==> src/hdl/ausp_pkg.sv <==
package ausp_pkg;

  localparam int unsigned LENGTH_BITS   = 24;
  localparam int unsigned OUT_BITS      = 24;
  localparam int unsigned CFG_BITS      = 24;
  localparam int unsigned CMP_BITS      = 33;
  localparam int unsigned FIFO_DEPTH    = 4;
  localparam int unsigned FIFO_PTR_BITS = $clog2(FIFO_DEPTH);
  localparam int unsigned FIFO_CNT_BITS = $clog2(FIFO_DEPTH + 1);

  localparam logic [LENGTH_BITS-1:0] POS_MAX       = {LENGTH_BITS{1'b1}};
  localparam logic [OUT_BITS-1:0]    OUT_MAX       = {OUT_BITS{1'b1}};
  localparam logic [CFG_BITS-1:0]    MAX_BYTES_RST = {CFG_BITS{1'b1}};

  localparam logic [7:0] BYTE_ZERO      = 8'h00;
  localparam logic [7:0] BYTE_ONE       = 8'h01;
  localparam logic [4:0] NAL_SLICE      = 5'd1;
  localparam logic [4:0] NAL_SLICE_IDR  = 5'd5;
  localparam int unsigned FIRST_MB_BIT  = 7;

  typedef struct packed {
    logic [OUT_BITS-1:0] unit_length;
    logic                too_long;
    logic                final_frame;
    logic                run_last;
  } result_t;

  typedef struct packed {
    logic [1:0] count;
    result_t    first;
    result_t    second;
  } push_t;

  function automatic result_t result_make(input logic [LENGTH_BITS-1:0] len,
                                          input logic [CFG_BITS-1:0]    max_bytes,
                                          input logic                   fin,
                                          input logic                   last);
    result_t             r;
    logic [CMP_BITS-1:0] len_x;
    logic [CMP_BITS-1:0] max_x;
    logic [CMP_BITS-1:0] out_max_x;
    len_x       = CMP_BITS'(len);
    max_x       = CMP_BITS'(max_bytes);
    out_max_x   = CMP_BITS'(OUT_MAX);
    r.too_long  = (len_x > max_x) || (len == POS_MAX) || (len_x > out_max_x);
    r.unit_length  = (len_x > out_max_x) ? OUT_MAX : len_x[OUT_BITS-1:0];
    r.final_frame  = fin;
    r.run_last     = last;
    return r;
  endfunction

endpackage

==> src/hdl/ausp_in_if.sv <==
interface ausp_in_if;
  logic       valid;
  logic       ready;
  logic [7:0] data_byte;
  logic       stream_end;

  modport source (output valid, output data_byte, output stream_end, input ready);
  modport sink   (input valid, input data_byte, input stream_end, output ready);
endinterface

==> src/hdl/ausp_out_if.sv <==
interface ausp_out_if;
  import ausp_pkg::*;
  logic                valid;
  logic                ready;
  logic [OUT_BITS-1:0] unit_length;
  logic                too_long;
  logic                final_frame;
  logic                run_last;

  modport source (output valid, output unit_length, output too_long,
                  output final_frame, output run_last, input ready);
  modport sink   (input valid, input unit_length, input too_long,
                  input final_frame, input run_last, output ready);
endinterface

==> src/hdl/ausp_scanner.sv <==
module ausp_scanner
  import ausp_pkg::*;
(
  input  logic                clk_i,
  input  logic                rst_ni,
  input  logic                cfg_we_i,
  input  logic [CFG_BITS-1:0] cfg_data_i,
  ausp_in_if.sink             in_i,
  input  logic                room_i,
  output push_t               push_o
);

  typedef enum logic [2:0] {
    SC_NONE,
    SC_ZERO1,
    SC_ZERO2,
    SC_ZERO3,
    SC_NALHDR,
    SC_SLICE
  } scan_e;

  logic                   in_valid_q;
  logic [7:0]             byte_q;
  logic                   end_q;
  logic [CFG_BITS-1:0]    max_bytes_q;
  scan_e                  scan_q, scan_d;
  logic                   slice_q, slice_d;
  logic [LENGTH_BITS-1:0] code_pos_q, code_pos_d;
  logic [LENGTH_BITS-1:0] frame_pos_q, frame_pos_d;

  logic                   fire;
  logic                   cut;
  logic                   cut_slice;
  logic [LENGTH_BITS-1:0] pos_inc;
  logic [LENGTH_BITS-1:0] cut_len;
  logic [LENGTH_BITS-1:0] rest_len;
  logic                   is_slice;

  assign fire       = in_valid_q && room_i;
  assign in_i.ready = !in_valid_q || fire;

  always_ff @(posedge clk_i or negedge rst_ni) begin
    if (!rst_ni) begin
      in_valid_q <= 1'b0;
    end else if (in_i.valid && in_i.ready) begin
      in_valid_q <= 1'b1;
    end else if (fire) begin
      in_valid_q <= 1'b0;
    end
  end

  always_ff @(posedge clk_i) begin
    if (in_i.valid && in_i.ready) begin
      byte_q <= in_i.data_byte;
      end_q  <= in_i.stream_end;
    end
  end

  assign is_slice = (byte_q[4:0] == NAL_SLICE) || (byte_q[4:0] == NAL_SLICE_IDR);
  assign pos_inc  = (frame_pos_q == POS_MAX) ? POS_MAX : frame_pos_q + 1'b1;
  assign cut_len  = (code_pos_q <= pos_inc) ? code_pos_q : pos_inc;

  always_comb begin
    scan_d     = scan_q;
    slice_d    = slice_q;
    code_pos_d = code_pos_q;
    cut        = 1'b0;
    cut_slice  = 1'b0;
    case (scan_q)
      SC_NONE: begin
        if (byte_q == BYTE_ZERO) begin
          scan_d     = SC_ZERO1;
          code_pos_d = frame_pos_q;
        end
      end
      SC_ZERO1: scan_d = (byte_q == BYTE_ZERO) ? SC_ZERO2 : SC_NONE;
      SC_ZERO2: begin
        if (byte_q == BYTE_ONE) begin
          scan_d = SC_NALHDR;
        end else if (byte_q == BYTE_ZERO) begin
          scan_d = SC_ZERO3;
        end else begin
          scan_d = SC_NONE;
        end
      end
      SC_ZERO3: scan_d = (byte_q == BYTE_ONE) ? SC_NALHDR : SC_NONE;
      SC_NALHDR: begin
        if (is_slice) begin
          scan_d = SC_SLICE;
        end else begin
          scan_d = SC_NONE;
          cut    = slice_q;
        end
      end
      SC_SLICE: begin
        scan_d = SC_NONE;
        if (byte_q[FIRST_MB_BIT]) begin
          if (slice_q) begin
            cut       = 1'b1;
            cut_slice = 1'b1;
          end else begin
            slice_d = 1'b1;
          end
        end
      end
      default: scan_d = SC_NONE;
    endcase

    rest_len    = pos_inc;
    frame_pos_d = pos_inc;
    if (cut) begin
      rest_len    = pos_inc - cut_len;
      frame_pos_d = rest_len;
      code_pos_d  = '0;
      slice_d     = cut_slice;
      scan_d      = SC_NONE;
    end
    if (end_q) begin
      frame_pos_d = '0;
      code_pos_d  = '0;
      slice_d     = 1'b0;
      scan_d      = SC_NONE;
    end
  end

  always_comb begin
    push_o.count  = 2'd0;
    push_o.first  = result_make(rest_len, max_bytes_q, 1'b1, 1'b1);
    push_o.second = result_make(rest_len, max_bytes_q, 1'b1, 1'b1);
    if (fire) begin
      if (cut) begin
        push_o.first = result_make(cut_len, max_bytes_q, 1'b0, !end_q);
        push_o.count = end_q ? 2'd2 : 2'd1;
      end else if (end_q) begin
        push_o.count = 2'd1;
      end
    end
  end

  always_ff @(posedge clk_i or negedge rst_ni) begin
    if (!rst_ni) begin
      max_bytes_q <= MAX_BYTES_RST;
      scan_q      <= SC_NONE;
      slice_q     <= 1'b0;
      code_pos_q  <= '0;
      frame_pos_q <= '0;
    end else begin
      if (cfg_we_i) begin
        max_bytes_q <= cfg_data_i;
      end
      if (fire) begin
        scan_q      <= scan_d;
        slice_q     <= slice_d;
        code_pos_q  <= code_pos_d;
        frame_pos_q <= frame_pos_d;
      end
    end
  end

  assert property (@(posedge clk_i) disable iff (!rst_ni)
    fire && end_q |=> frame_pos_q == '0 && scan_q == SC_NONE && !slice_q)
    else $error("stream state not cleared after end of stream");

  assert property (@(posedge clk_i) disable iff (!rst_ni)
    push_o.count == 2'd2 |-> fire && end_q && cut)
    else $error("double push without a cut on the end byte");

  assert property (@(posedge clk_i) disable iff (!rst_ni)
    code_pos_q <= frame_pos_q)
    else $error("start code position beyond frame position");

endmodule

==> src/hdl/ausp_result_fifo.sv <==
module ausp_result_fifo
  import ausp_pkg::*;
(
  input  logic      clk_i,
  input  logic      rst_ni,
  input  push_t     push_i,
  output logic      room_o,
  ausp_out_if.source out_o
);

  result_t                  mem_q [FIFO_DEPTH];
  logic [FIFO_PTR_BITS-1:0] wr_ptr_q, wr_ptr_d;
  logic [FIFO_PTR_BITS-1:0] rd_ptr_q, rd_ptr_d;
  logic [FIFO_CNT_BITS-1:0] count_q, count_d;
  logic [FIFO_PTR_BITS-1:0] wr_ptr_next;
  logic                     pop;
  result_t                  head;

  assign pop         = out_o.valid && out_o.ready;
  assign room_o      = count_q <= FIFO_CNT_BITS'(FIFO_DEPTH - 2);
  assign wr_ptr_next = wr_ptr_q + 1'b1;
  assign head        = mem_q[rd_ptr_q];

  assign out_o.valid        = count_q != '0;
  assign out_o.unit_length  = head.unit_length;
  assign out_o.too_long     = head.too_long;
  assign out_o.final_frame  = head.final_frame;
  assign out_o.run_last     = head.run_last;

  assign wr_ptr_d = wr_ptr_q + FIFO_PTR_BITS'(push_i.count);
  assign rd_ptr_d = rd_ptr_q + FIFO_PTR_BITS'(pop);
  assign count_d  = count_q + FIFO_CNT_BITS'(push_i.count) - FIFO_CNT_BITS'(pop);

  always_ff @(posedge clk_i) begin
    if (push_i.count != 2'd0) begin
      mem_q[wr_ptr_q] <= push_i.first;
    end
    if (push_i.count == 2'd2) begin
      mem_q[wr_ptr_next] <= push_i.second;
    end
  end

  always_ff @(posedge clk_i or negedge rst_ni) begin
    if (!rst_ni) begin
      wr_ptr_q <= '0;
      rd_ptr_q <= '0;
      count_q  <= '0;
    end else begin
      wr_ptr_q <= wr_ptr_d;
      rd_ptr_q <= rd_ptr_d;
      count_q  <= count_d;
    end
  end

  assert property (@(posedge clk_i) disable iff (!rst_ni)
    count_q <= FIFO_CNT_BITS'(FIFO_DEPTH))
    else $error("result queue overflow");

  assert property (@(posedge clk_i) disable iff (!rst_ni)
    push_i.count != 2'd0 |-> room_o)
    else $error("push into a queue without room");

endmodule

==> src/hdl/h264_access_unit_splitter.sv <==
// channel  direction  payload                                        transaction when
// in_i     sink       data_byte[7:0], stream_end                     valid && ready
// out_o    source     unit_length[23:0], too_long, final_frame,      valid && ready
//                     run_last
// cfg      write      cfg_data_i[23:0] (max_frame_bytes)             cfg_we_i
//
// One byte per cycle sustained while the result queue has room; a byte is held in the
// input register until the scanner takes it. Its results are then written into a
// four-entry queue whose head drives the output directly.
// A cut on the final byte gives two results; both enter the queue in the same cycle.
// Input stalls only while the result queue holds more than two results.
// Reset clears scanner state, queue and sets max_frame_bytes to all ones.
module h264_access_unit_splitter
  import ausp_pkg::*;
(
  input  logic                clk_i,
  input  logic                rst_ni,
  input  logic                cfg_we_i,
  input  logic [CFG_BITS-1:0] cfg_data_i,
  ausp_in_if.sink             in_i,
  ausp_out_if.source          out_o
);

  push_t push;
  logic  room;

  ausp_scanner u_scanner (
    .clk_i      (clk_i),
    .rst_ni     (rst_ni),
    .cfg_we_i   (cfg_we_i),
    .cfg_data_i (cfg_data_i),
    .in_i       (in_i),
    .room_i     (room),
    .push_o     (push)
  );

  ausp_result_fifo u_result_fifo (
    .clk_i  (clk_i),
    .rst_ni (rst_ni),
    .push_i (push),
    .room_o (room),
    .out_o  (out_o)
  );

endmodule
==> src/flat_wrapper.sv <==
// flat-port wrapper written by rule: the top's interface ports become plain ports
module h264_access_unit_splitter_flat import ausp_pkg::*;
  (clk_i, rst_ni, cfg_we_i, cfg_data_i, in_i_valid, in_i_data_byte, in_i_stream_end, in_i_ready, out_o_valid, out_o_unit_length, out_o_too_long, out_o_final_frame, out_o_run_last, out_o_ready);
  ausp_in_if in_i_i ();
  ausp_out_if out_o_i ();
  input  logic clk_i;
  input  logic rst_ni;
  input  logic cfg_we_i;
  input  logic [CFG_BITS-1:0] cfg_data_i;
  input wire logic [$bits(in_i_i.valid)-1:0] in_i_valid;
  input wire logic [$bits(in_i_i.data_byte)-1:0] in_i_data_byte;
  input wire logic [$bits(in_i_i.stream_end)-1:0] in_i_stream_end;
  output wire logic [$bits(in_i_i.ready)-1:0] in_i_ready;
  output wire logic [$bits(out_o_i.valid)-1:0] out_o_valid;
  output wire logic [$bits(out_o_i.unit_length)-1:0] out_o_unit_length;
  output wire logic [$bits(out_o_i.too_long)-1:0] out_o_too_long;
  output wire logic [$bits(out_o_i.final_frame)-1:0] out_o_final_frame;
  output wire logic [$bits(out_o_i.run_last)-1:0] out_o_run_last;
  input wire logic [$bits(out_o_i.ready)-1:0] out_o_ready;
  assign in_i_i.valid = in_i_valid;
  assign in_i_i.data_byte = in_i_data_byte;
  assign in_i_i.stream_end = in_i_stream_end;
  assign in_i_ready = in_i_i.ready;
  assign out_o_valid = out_o_i.valid;
  assign out_o_unit_length = out_o_i.unit_length;
  assign out_o_too_long = out_o_i.too_long;
  assign out_o_final_frame = out_o_i.final_frame;
  assign out_o_run_last = out_o_i.run_last;
  assign out_o_i.ready = out_o_ready;
  h264_access_unit_splitter u_core (.clk_i(clk_i), .rst_ni(rst_ni), .cfg_we_i(cfg_we_i), .cfg_data_i(cfg_data_i), .in_i(in_i_i), .out_o(out_o_i));
endmodule
==> config.mk <==
export PLATFORM = sky130hd
export DESIGN_NAME = h264_access_unit_splitter_flat
export DESIGN_NICKNAME = d
export VERILOG_FILES = /design/src/hdl/ausp_pkg.sv /design/src/hdl/ausp_in_if.sv /design/src/hdl/ausp_out_if.sv /design/src/hdl/ausp_scanner.sv /design/src/hdl/ausp_result_fifo.sv /design/src/hdl/h264_access_unit_splitter.sv /design/src/flat_wrapper.sv
export SDC_FILE = /design/constraint.sdc
export NUM_CORES = 1
export LEC_CHECK = 0
export CORE_MARGIN = 2
export CORE_UTILIZATION = 60
export CTS_BUF_LIST = sky130_fd_sc_hd__clkbuf_2
export DETAILED_ROUTE_END_ITERATION = 8
export DONT_BUFFER_PORTS = 1
export PLACE_DENSITY = 0.81
export SLEW_MARGIN = 30
export SYNTH_ARGS = -nofsm -noshare
export SYNTH_HDL_FRONTEND = slang
export SYNTH_HIERARCHICAL = 1
export SYNTH_SLANG_ARGS = --single-unit
==> constraint.sdc <==
create_clock -name clk_i -period 24.1 [get_ports clk_i]
set_clock_uncertainty 0.1 [all_clocks]
set_input_delay 2.41 -clock clk_i [delete_from_list [all_inputs] [get_ports clk_i]]
set_output_delay 2.41 -clock clk_i [all_outputs]
set_load 0.05 [all_outputs]
; After elaboration in Yosys (flattened, before gate mapping)
; Memories as Yosys holds them, arrays and structs flattened.
; Index checks and enable logic that the tools add are counted.
[op_classes]
n_addsub = 7
mul = 0
n_div = 0
magnitude_cmp = 4
eq_ne = 13
shifts = 0
n_mux = 37
n_bitwise = 0
n_reduce_logical = 21
[op_table]
columns = op, count
row1 = $mux W24, 8
row2 = $eq A24 B24 Y1 const B, 3
row3 = $gt A24 B24 Y1, 2
row4 = $mux W29, 1
row5 = $mux W27, 1
row6 = $add A24 B1 Y24 const B, 1
row7 = $le A24 B24 Y1, 1
row8 = $sub A24 B24 Y24, 1
row9 = $mux W3, 6
row10 = $mux W1, 15
row11 = $pmux W3 S5, 1
row12 = $reduce_bool A3 Y1, 5
row13 = $eq A8 B1 Y1 const B, 1
row14 = $logic_not A8 Y1, 1
row15 = $mux W2, 4
row16 = $eq A3 B2 Y1 const B, 2
row17 = $eq A3 B3 Y1 const B, 2
row18 = $reduce_and A3 Y1, 2
row19 = $eq A5 B1 Y1 const B, 1
row20 = $eq A5 B3 Y1 const B, 1
row21 = $logic_or A1 B1 Y1, 4
row22 = $ne A4 B4 Y1 const B, 1
row23 = $reduce_bool A2 Y1, 2
row24 = $add A3 B2 Y3, 1
row25 = other kinds (12), 15
[totals]
reg_bits = 93
latch_bits = 0
mem_bits_rw = 108
rom_bits = 0
input_bits = 38
out_inout_bits = 29
word_cells = 94
n_memories = 1
[memory_table]
columns = name, words, word_bits, rd, rd_ports_with_merged_regs, wr, line_no
row1 = u_core.u_result_fifo.mem_q, 4, 27, 1, 0, 2, ausp_result_fifo.sv:11  ; result_t mem_q [FIFO_DEPTH];

; Logic depth before layout (Yosys ltp)
; Gate-level depths: netlist (run 1).
[depth]
ltp_word = 13
depth_mapped = 48
ltp_nobuf = 42

; Hierarchy
; Netlist (run 1), hierarchy kept.
[by_module_without_submodules]
columns = mod, n_inst, cells_each, area_per_inst_um2, seq_area_each_um2
row1 = ausp_scanner, 1, 1157, 8907.3, 2227.1
row2 = ausp_result_fifo, 1, 301, 5634.2, 3418.3

; Worst setup path after synthesis (run 1)
; OpenSTA, ideal clock, no wires.
[synth_path]
path_kind = register -> register
start = register u_core.u_scanner.frame_pos_q[0]
end = memory u_core/u_result_fifo/mem_q[0][2] in the netlist's numbering (data pin)
setup_ps = 260
arrival_time_ps = 8532
t_required_ps = 23740
path_slack_ps = 15208
stages_incl_launch_ff = 49
path_buffers = 6
synth_period_minus_slack_ps = 8892
cell_sequence = dfrtp_1 ha_1 nand2_1 or3_1 buf_2 nor3_1 and3_1 and3_1 mux2_2 inv_1 ha_1 nand4_1 nor2_1 nand4_1 or4_1 clkbuf_1 and2_1 clkbuf_1 [13 not listed] buf_4 a221oi_1 xnor2_1 nand2_1 o21ai_0 ha_1 a21o_1 a21o_1 a21oi_1 nor2b_1 o21ai_0 nand2b_1 a221oi_1 o221ai_1 o21a_1 a21oi_1 a21oi_1 mux2_2
[synth_lines]
columns = element, line_no
row1 = from (decl), ausp_scanner.sv:29  ; logic [LENGTH_BITS-1:0] frame_pos_q, frame_pos_d;
row2 = from (signal assigned), ausp_scanner.sv:155  ; frame_pos_q <= frame_pos_d;
row3 = to (decl), ausp_result_fifo.sv:11

==> run summary, run 1 <==
Final GP Congestion: 1.02
Worst-path clk slew: 0.11 ns
Final nets: 1,589
startpoint types: register
CP peak stage delay: 0.67 ns
largest net degree at the start of global routing: 85
Max transition margin: 0.369
vias post-DR: 12,000
post-synth top area cell: edfxtp_1
Max stage delay cell, worst path: nand2_1
post-synth top area share: 0.242
Routed WL: 42,100 µm
drt first pass iters: 9
worst hold slack: 0.419 ns
H-tree levels: 2
number of setup buffers added after CTS: 0
FMAX: 0.0940 GHz
first-pass GRT wire length: 65,200 µm
post-synthesis simple-gate area fraction: 0.133
worst hold-check path type: reg2reg
Iteration-0 DRC Markers: 1,428
most frequently used flop master after synthesis: edfxtp_1
Max Buffers Root-to-Sink: 3
status: completed
Max Slew Vio Count: 0
antenna violations before repair: 1
clock tree sinks: 201
die width: 160 µm
max cap viols: 0
vias in the first global route: 11,800
antenna viol nets, final: 0
worst hold path depth: 1
Die ar.: 0.0255 mm²
Worst Tran Pin Value: 0.946 ns
Initial Util: 0.616
Clock Latency Late Sink: 0.80 ns
Layout area overhead: 4.68%
std cell rows: 56
aggregate global-route resource usage: 0.327
Hold Vio Cnt, Final: 0
CP arrival: 11.11 ns
DRC viols: 0
Seq/Total Area, Yosys: 0.388
compound-gate portion of the synthesized area: 0.179
Avg Inst Size Synth: 9.97 µm²
Vias/cell: 6.63
Final setup viols: 0
CTS buffer count: 50
Yosys reg bits: 201
mean routed wirelength per cell: 23.2 µm
FFs w/ async S/R, synth: 0.418
worst ir drop on vdd: 89.7 µV
mux cell area share after synthesis: 0.138
RSZ-0062 raised after global routing: no
power density cells: 101 mW/mm²
Core ar.: 0.0236 mm²
Die Height: 160 µm
required time of the critical path: 24.57 ns
post_cts resized: 0
post-synthesis cell count: 1,458
hpwl dp: 30,600 µm
adder-cell share of the synthesized area: 0.0864
period utilization: 0.441
synth warn: 6
largest cells by area after synthesis: edfxtp_1, dfrtp_1, mux2_2
Root Buffer: clkbuf_2
CP Class: reg2reg
layout cells sized above 1: 0.196
Reg2Reg Depth: 40
Worst setup EP type: register
total leakage power: 6.54 nW
main combinational cell family by area after synthesis: compound AO/OA/AOI/OAI gates
setup TNS: 0 ns
XOR/XNOR Fraction of Synth Area: 0.0229
CTS tree: built
CP Max Fanout: 20
GRT overflow: 0
Tmin final: 10.63 ns
# IOs: 67
I/O Buffers: 0
CTS Hold Bufs: 0
Post-synth EDFFs: 117
mapped cell area: 0.0145 mm²
Synth cell types: 91
## cell usage in the layout, fill, tap and decap left out, drive strengths merged, types with 8 or more instances in the layout
cell and count:
a22o 47, nor2b 14, nand3 25, nand4 30
o21bai 10, dfrtp 60, o21a 8, and3 12
xnor2 26, a21oi 97, nor4 9, clkinv 24
inv 101, o21ai 101, mux2i 10, a211oi 14
buf 22, nand2b 19, and2 9, xor2 12
nor3 25, ha 98, mux2 115, mux4 27
nor2 91, dfstp 24, a21o 30, a31oi 9
nand2 139, edfxtp 117, clkbuf 66
## cell usage after synthesis, types with 7 or more instances
cell type and number:
mux2i_1 10, nor2b_1 14, nor2_1 90, xnor2_1 26, inv_1 99, nand2b_1 19, o21bai_1 10, and3_1 11
buf_2 14, ha_1 98, edfxtp_1 117, and2_1 9, buf_4 7, a21o_1 30, clkbuf_1 47, dfrtp_1 60
nor3_1 24, nand4_1 28, nand2_1 139, xor2_1 12, nand3_1 25, dfstp_2 24, a22o_1 47, o22ai_1 7
a21oi_1 96, mux4_2 27, nor4_1 9, mux2_2 115, o21ai_0 98, a31oi_1 9, o21a_1 8, a211oi_1 13
## flip-flops by register name (all words and copies together), names as in the netlist
name                           flops
u_core/u_scanner/frame_pos_q      24
u_core/u_result_fifo/wr_ptr_q      2
u_core/u_scanner/byte_q            8
u_core/u_result_fifo/count_q       3
u_core/u_scanner/code_pos_q       24
u_core/u_result_fifo/mem_q       108
u_core/u_scanner/scan_q            3
u_core/u_scanner/max_bytes_q      24
u_core/u_scanner/end_q             1
u_core/u_scanner/slice_q           1
u_core/u_scanner/in_valid_q        1
u_core/u_result_fifo/rd_ptr_q      2
## kinds of logic after synthesis
group | count (synthesis)
AO/OA/AOI/OAI | 387
XOR/XNOR | 38
adder cells (fa/ha/maj) | 100
buffers and inverters | 181
flip-flops | 201
multiplexers | 152
other | 1
AND/OR/NAND/NOR | 398
## per-layer routing
layer / global-route usage / share of wire
met2: 0.525 / 0.46
met1: 0.426 / 0.39
met4: 0.161 / 0.051
met5: 0 / 0
met3: 0.0636 / 0.097
## worst paths after layout
path,from,end,slack (ns)
max in group asynchronous,rst_ni,u_core/u_scanner/max_bytes_q[20],22.41
worst max register to register,u_core/u_scanner/frame_pos_q[0],u_core/u_result_fifo/mem_q[0][2],13.47
worst min register to register,u_core/u_scanner/code_pos_q[0],u_core/u_scanner/code_pos_q[0],0.42
worst min-delay path,u_core/u_scanner/code_pos_q[0],u_core/u_scanner/code_pos_q[0],0.42
worst max-delay path,u_core/u_scanner/frame_pos_q[0],u_core/u_result_fifo/mem_q[0][2],13.47
min in group asynchronous,rst_ni,u_core/u_scanner/frame_pos_q[11],1.21
## final cells by class
class / count / area, µm²
Clock buffer: 66 / 330
Antenna cell: 1 / 2.50
Multi-Input combinational cell: 1077 / 8160
Timing Repair Buffer: 22 / 165
Clock inverter: 27 / 141
Inverter: 100 / 375
Sequential cell: 201 / 5650
Fill cell: 1871 / 8390
Tap cell: 319 / 399
## stage by stage
stage	cell area, µm²	utilization	power [mW]	instances	setup WS (ns)
after floorplan	14500	-	1.10	1459	15.21
after global placement	14700	0.624	1.28	1719	14.22
after detailed placement	14700	0.625	1.30	1719	13.75
after CTS	15200	0.645	1.53	1812	13.81
after global routing	15200	0.645	1.63	1813	12.70
final	15200	0.645	1.54	1813	13.47
## power breakdown
group	total [mW]	switching [mW]	internal [mW]
clock network	0.230	0.142	0.0881
logic	0.870	0.589	0.281
registers	0.442	0.0312	0.411
## critical path, delay by kind of cell, from the launching register on
| kind | cells | cell delay, ns |
|---|---|---|
| fa+ha+maj | 5 | 1.77 |
| mux | 2 | 0.53 |
| xor+xnor | 1 | 0.22 |
| compound gates | 18 | 3.59 |
| flops | 1 | 0.48 |
| buf+inv | 3 | 0.59 |
| simple gates | 11 | 3.18 |
No activity file was read; power rests on OpenSTA's default activity.
==> run 2, diff against run 1 <==
ABC_AREA = 1   (was not set)
PLACE_DENSITY = 0.84   (was 0.81)
clock period = 8.7 ns   (was 24.1 ns; I/O delays follow)
==> run summary, run 2 <==
Tmin final: 8.06 ns
RR Startpoint: u_core/u_scanner/frame_pos_q[0]
status: completed
Reg2Reg Depth: 41
post-synthesis cell count: 1,891
Worst setup EP type: register
grt met1 use: 0.450
largest net degree at the start of global routing: 85
GRT overflow: 0
Most Crowded Layer GR: met2
Max Buffers Root-to-Sink: 3
power density cells: 307 mW/mm²
Most Frequent Cell on Critical Path: nand2_1
Seq/Total Area, Yosys: 0.385
Final setup viols: 0
Final GP Congestion: 1.16
mean routed wirelength per cell: 18.8 µm
FFs w/ async S/R, synth: 0.418
startpoint types: register
Worst Tran Pin Value: 1.03 ns
Max Slew Vio Count: 0
largest cells by area after synthesis: edfxtp_1, nand2_1, dfrtp_1
Initial Util: 0.607
DRC viols: 0
I/O Buffers: 0
period utilization: 0.926
post-synth top area cell: edfxtp_1
met2 Use GR: 0.536
# IOs: 67
Vias/cell: 5.84
post-synth top area share: 0.240
most instantiated library cell after synthesis: nand2_1
CP arrival: 8.50 ns
aggregate global-route resource usage: 0.332
clock tree sinks: 201
Clock Latency Late Sink: 0.84 ns
CP Max Fanout: 20
required time of the critical path: 9.14 ns
CP peak stage delay: 0.48 ns
H-tree levels: 2
Avg Inst Size Synth: 7.76 µm²
max cap viols: 0
FF-to-FF End: u_core/u_result_fifo/mem_q[3][2]
CTS tree: built
total leakage power: 7.17 nW
number of setup buffers added after CTS: 0
Placed Area: 0.0148 mm²
hpwl dp: 31,500 µm
std cell rows: 57
mapped cell area: 0.0147 mm²
drt first pass iters: 5
antenna violations before repair: 4
CP Class: reg2reg
most frequently used flop master after synthesis: edfxtp_1
CTS buffer count: 48
die width: 160 µm
Iteration-0 DRC Markers: 1,209
most frequent cells in the layout: nand2_1, inv_1, nor2_1, o21ai_0, edfxtp_1
Die ar.: 0.0257 mm²
Core ar.: 0.0242 mm²
Hold Vio Cnt, Final: 0
Post-synth EDFFs: 117
Root Buffer: clkbuf_2
first-pass GRT wire length: 66,700 µm
most frequent cells after synthesis: nand2_1, inv_1, nor2_1, o21ai_0, edfxtp_1
FMAX: 0.124 GHz
GRT met3 Usage: 0.0648
Hold Crit Start: cfg_data_i[3]
vias post-DR: 13,200
vias in the first global route: 12,500
Routed WL: 42,500 µm
Max transition margin: 0.307
worst hold-check path type: in2reg
Synth cell types: 64
worst ir drop on vdd: 260 µV
max reg flops: 108
fin area: 0.0154 mm²
Worst-path clk slew: 0.11 ns
most common cell after layout, fill and taps aside: nand2_1
Max stage delay cell, worst path: o21ai_1
Final nets: 2,035
flop-to-flop setup slack: 0.64 ns
Biggest register: u_core/u_result_fifo/mem_q
Min-Delay Endpoint: u_core/u_scanner/max_bytes_q[3]
Die Height: 160 µm
synth warn: 6
RSZ-0062 raised after global routing: no
antenna viol nets, final: 0
Layout area overhead: 5.04%
layout cells sized above 1: 0.145
setup TNS: 0 ns
Yosys reg bits: 201
worst hold path depth: 2
## run 2: cell types whose count changed in the layout (fill, tap and decap cells not counted), sizes merged, moves of 16 or more
cell,delta
nand2,+288
nor2,+104
mux4,-27
mux2,-114
a22o,-47
a21o,-26
clkbuf,+16
nand2b,-19
nand3,+49
o21ai,+180
clkinv,-17
inv,+172
xnor2,-25
## run 2: through the flow
step | power (mW) | setup WS, ns | utilization | hold WS [ns] | instances
5_1_grt | 5.08 | 0.0188 | 0.637 | 0.0115 | 2263
6_report | 4.73 | 0.640 | 0.637 | 0.0591 | 2263
3_5_place_dp | 4.05 | 0.773 | 0.614 | 0.380 | 2163
3_3_place_gp | 3.99 | 0.814 | 0.613 | 0.376 | 2163
2_1_floorplan | 3.38 | 2.31 | - | 0.362 | 1892
4_1_cts | 4.69 | 0.694 | 0.635 | 0.00215 | 2257
## run 2: power breakdown
group / total (mW) / internal (mW) / switching (mW)
sequential: 1.29 / 1.20 / 0.0915
combinational: 2.82 / 0.736 / 2.08
clock: 0.619 / 0.244 / 0.375
total: 4.73 / 2.18 / 2.55
## run 2: critical path, delay by kind of cell, from the launching register on
kind | cells | cell delay, ns
flops | 1 | 0.42
compound gates | 4 | 1.10
buf+inv | 6 | 0.77
fa+ha+maj | 4 | 1.24
simple gates | 27 | 4.13
## run 2: cells by family after synthesis
logic type	Yosys count	share of synthesized area
other	1	0.000256
AOI/OAI and AO/OA	459	0.187
xor gates and xnor gates	17	0.0102
and+or+nand+nor	767	0.232
buffers and inverters	346	0.0998
muxes	1	0.000768
DFF	201	0.385
adders and majority gates	99	0.0850
## run 2: cell type report
type / instances / area [µm²]
Fill cell: 2087 / 8770
Multi-Input combinational cell: 1345 / 7620
Sequential cell: 201 / 5650
Inverter: 275 / 1040
Clock buffer: 82 / 410
Tap cell: 324 / 405
Timing Repair Buffer: 27 / 243
Clock inverter: 7 / 33.8
Antenna cell: 2 / 5.00
## run 2: worst max path at each step
stage	from	end	slack (ns)
after floorplan	u_core/u_scanner/frame_pos_q[0]	u_core/u_result_fifo/mem_q[0][2]	2.31
after global placement	u_core/u_scanner/frame_pos_q[1]	u_core/u_result_fifo/mem_q[3][2]	0.81
after detailed placement	u_core/u_scanner/frame_pos_q[0]	u_core/u_result_fifo/mem_q[3][2]	0.77
after CTS	u_core/u_scanner/frame_pos_q[0]	u_core/u_result_fifo/mem_q[3][2]	0.69
after global routing	u_core/u_scanner/frame_pos_q[0]	u_core/u_result_fifo/mem_q[1][2]	0.02
final	u_core/u_scanner/frame_pos_q[0]	u_core/u_result_fifo/mem_q[3][2]	0.64
## run 2: metal layers
layer / part of all wire / up-vias
met4: 0.034 / 2
met2: 0.46 / 609
met5: 0.00028 / -
met3: 0.089 / 104
met1: 0.42 / 6109
li1: - / 6390
## run 2: repair_timing
| item | CTS | global route |
|---|---|---|
| resized for setup | 0 | 11 |
| hold endpoints to repair | 96 | 4 |
| setup endpoints to repair | 0 | 4 |
| hold buffers | 5 | 4 |
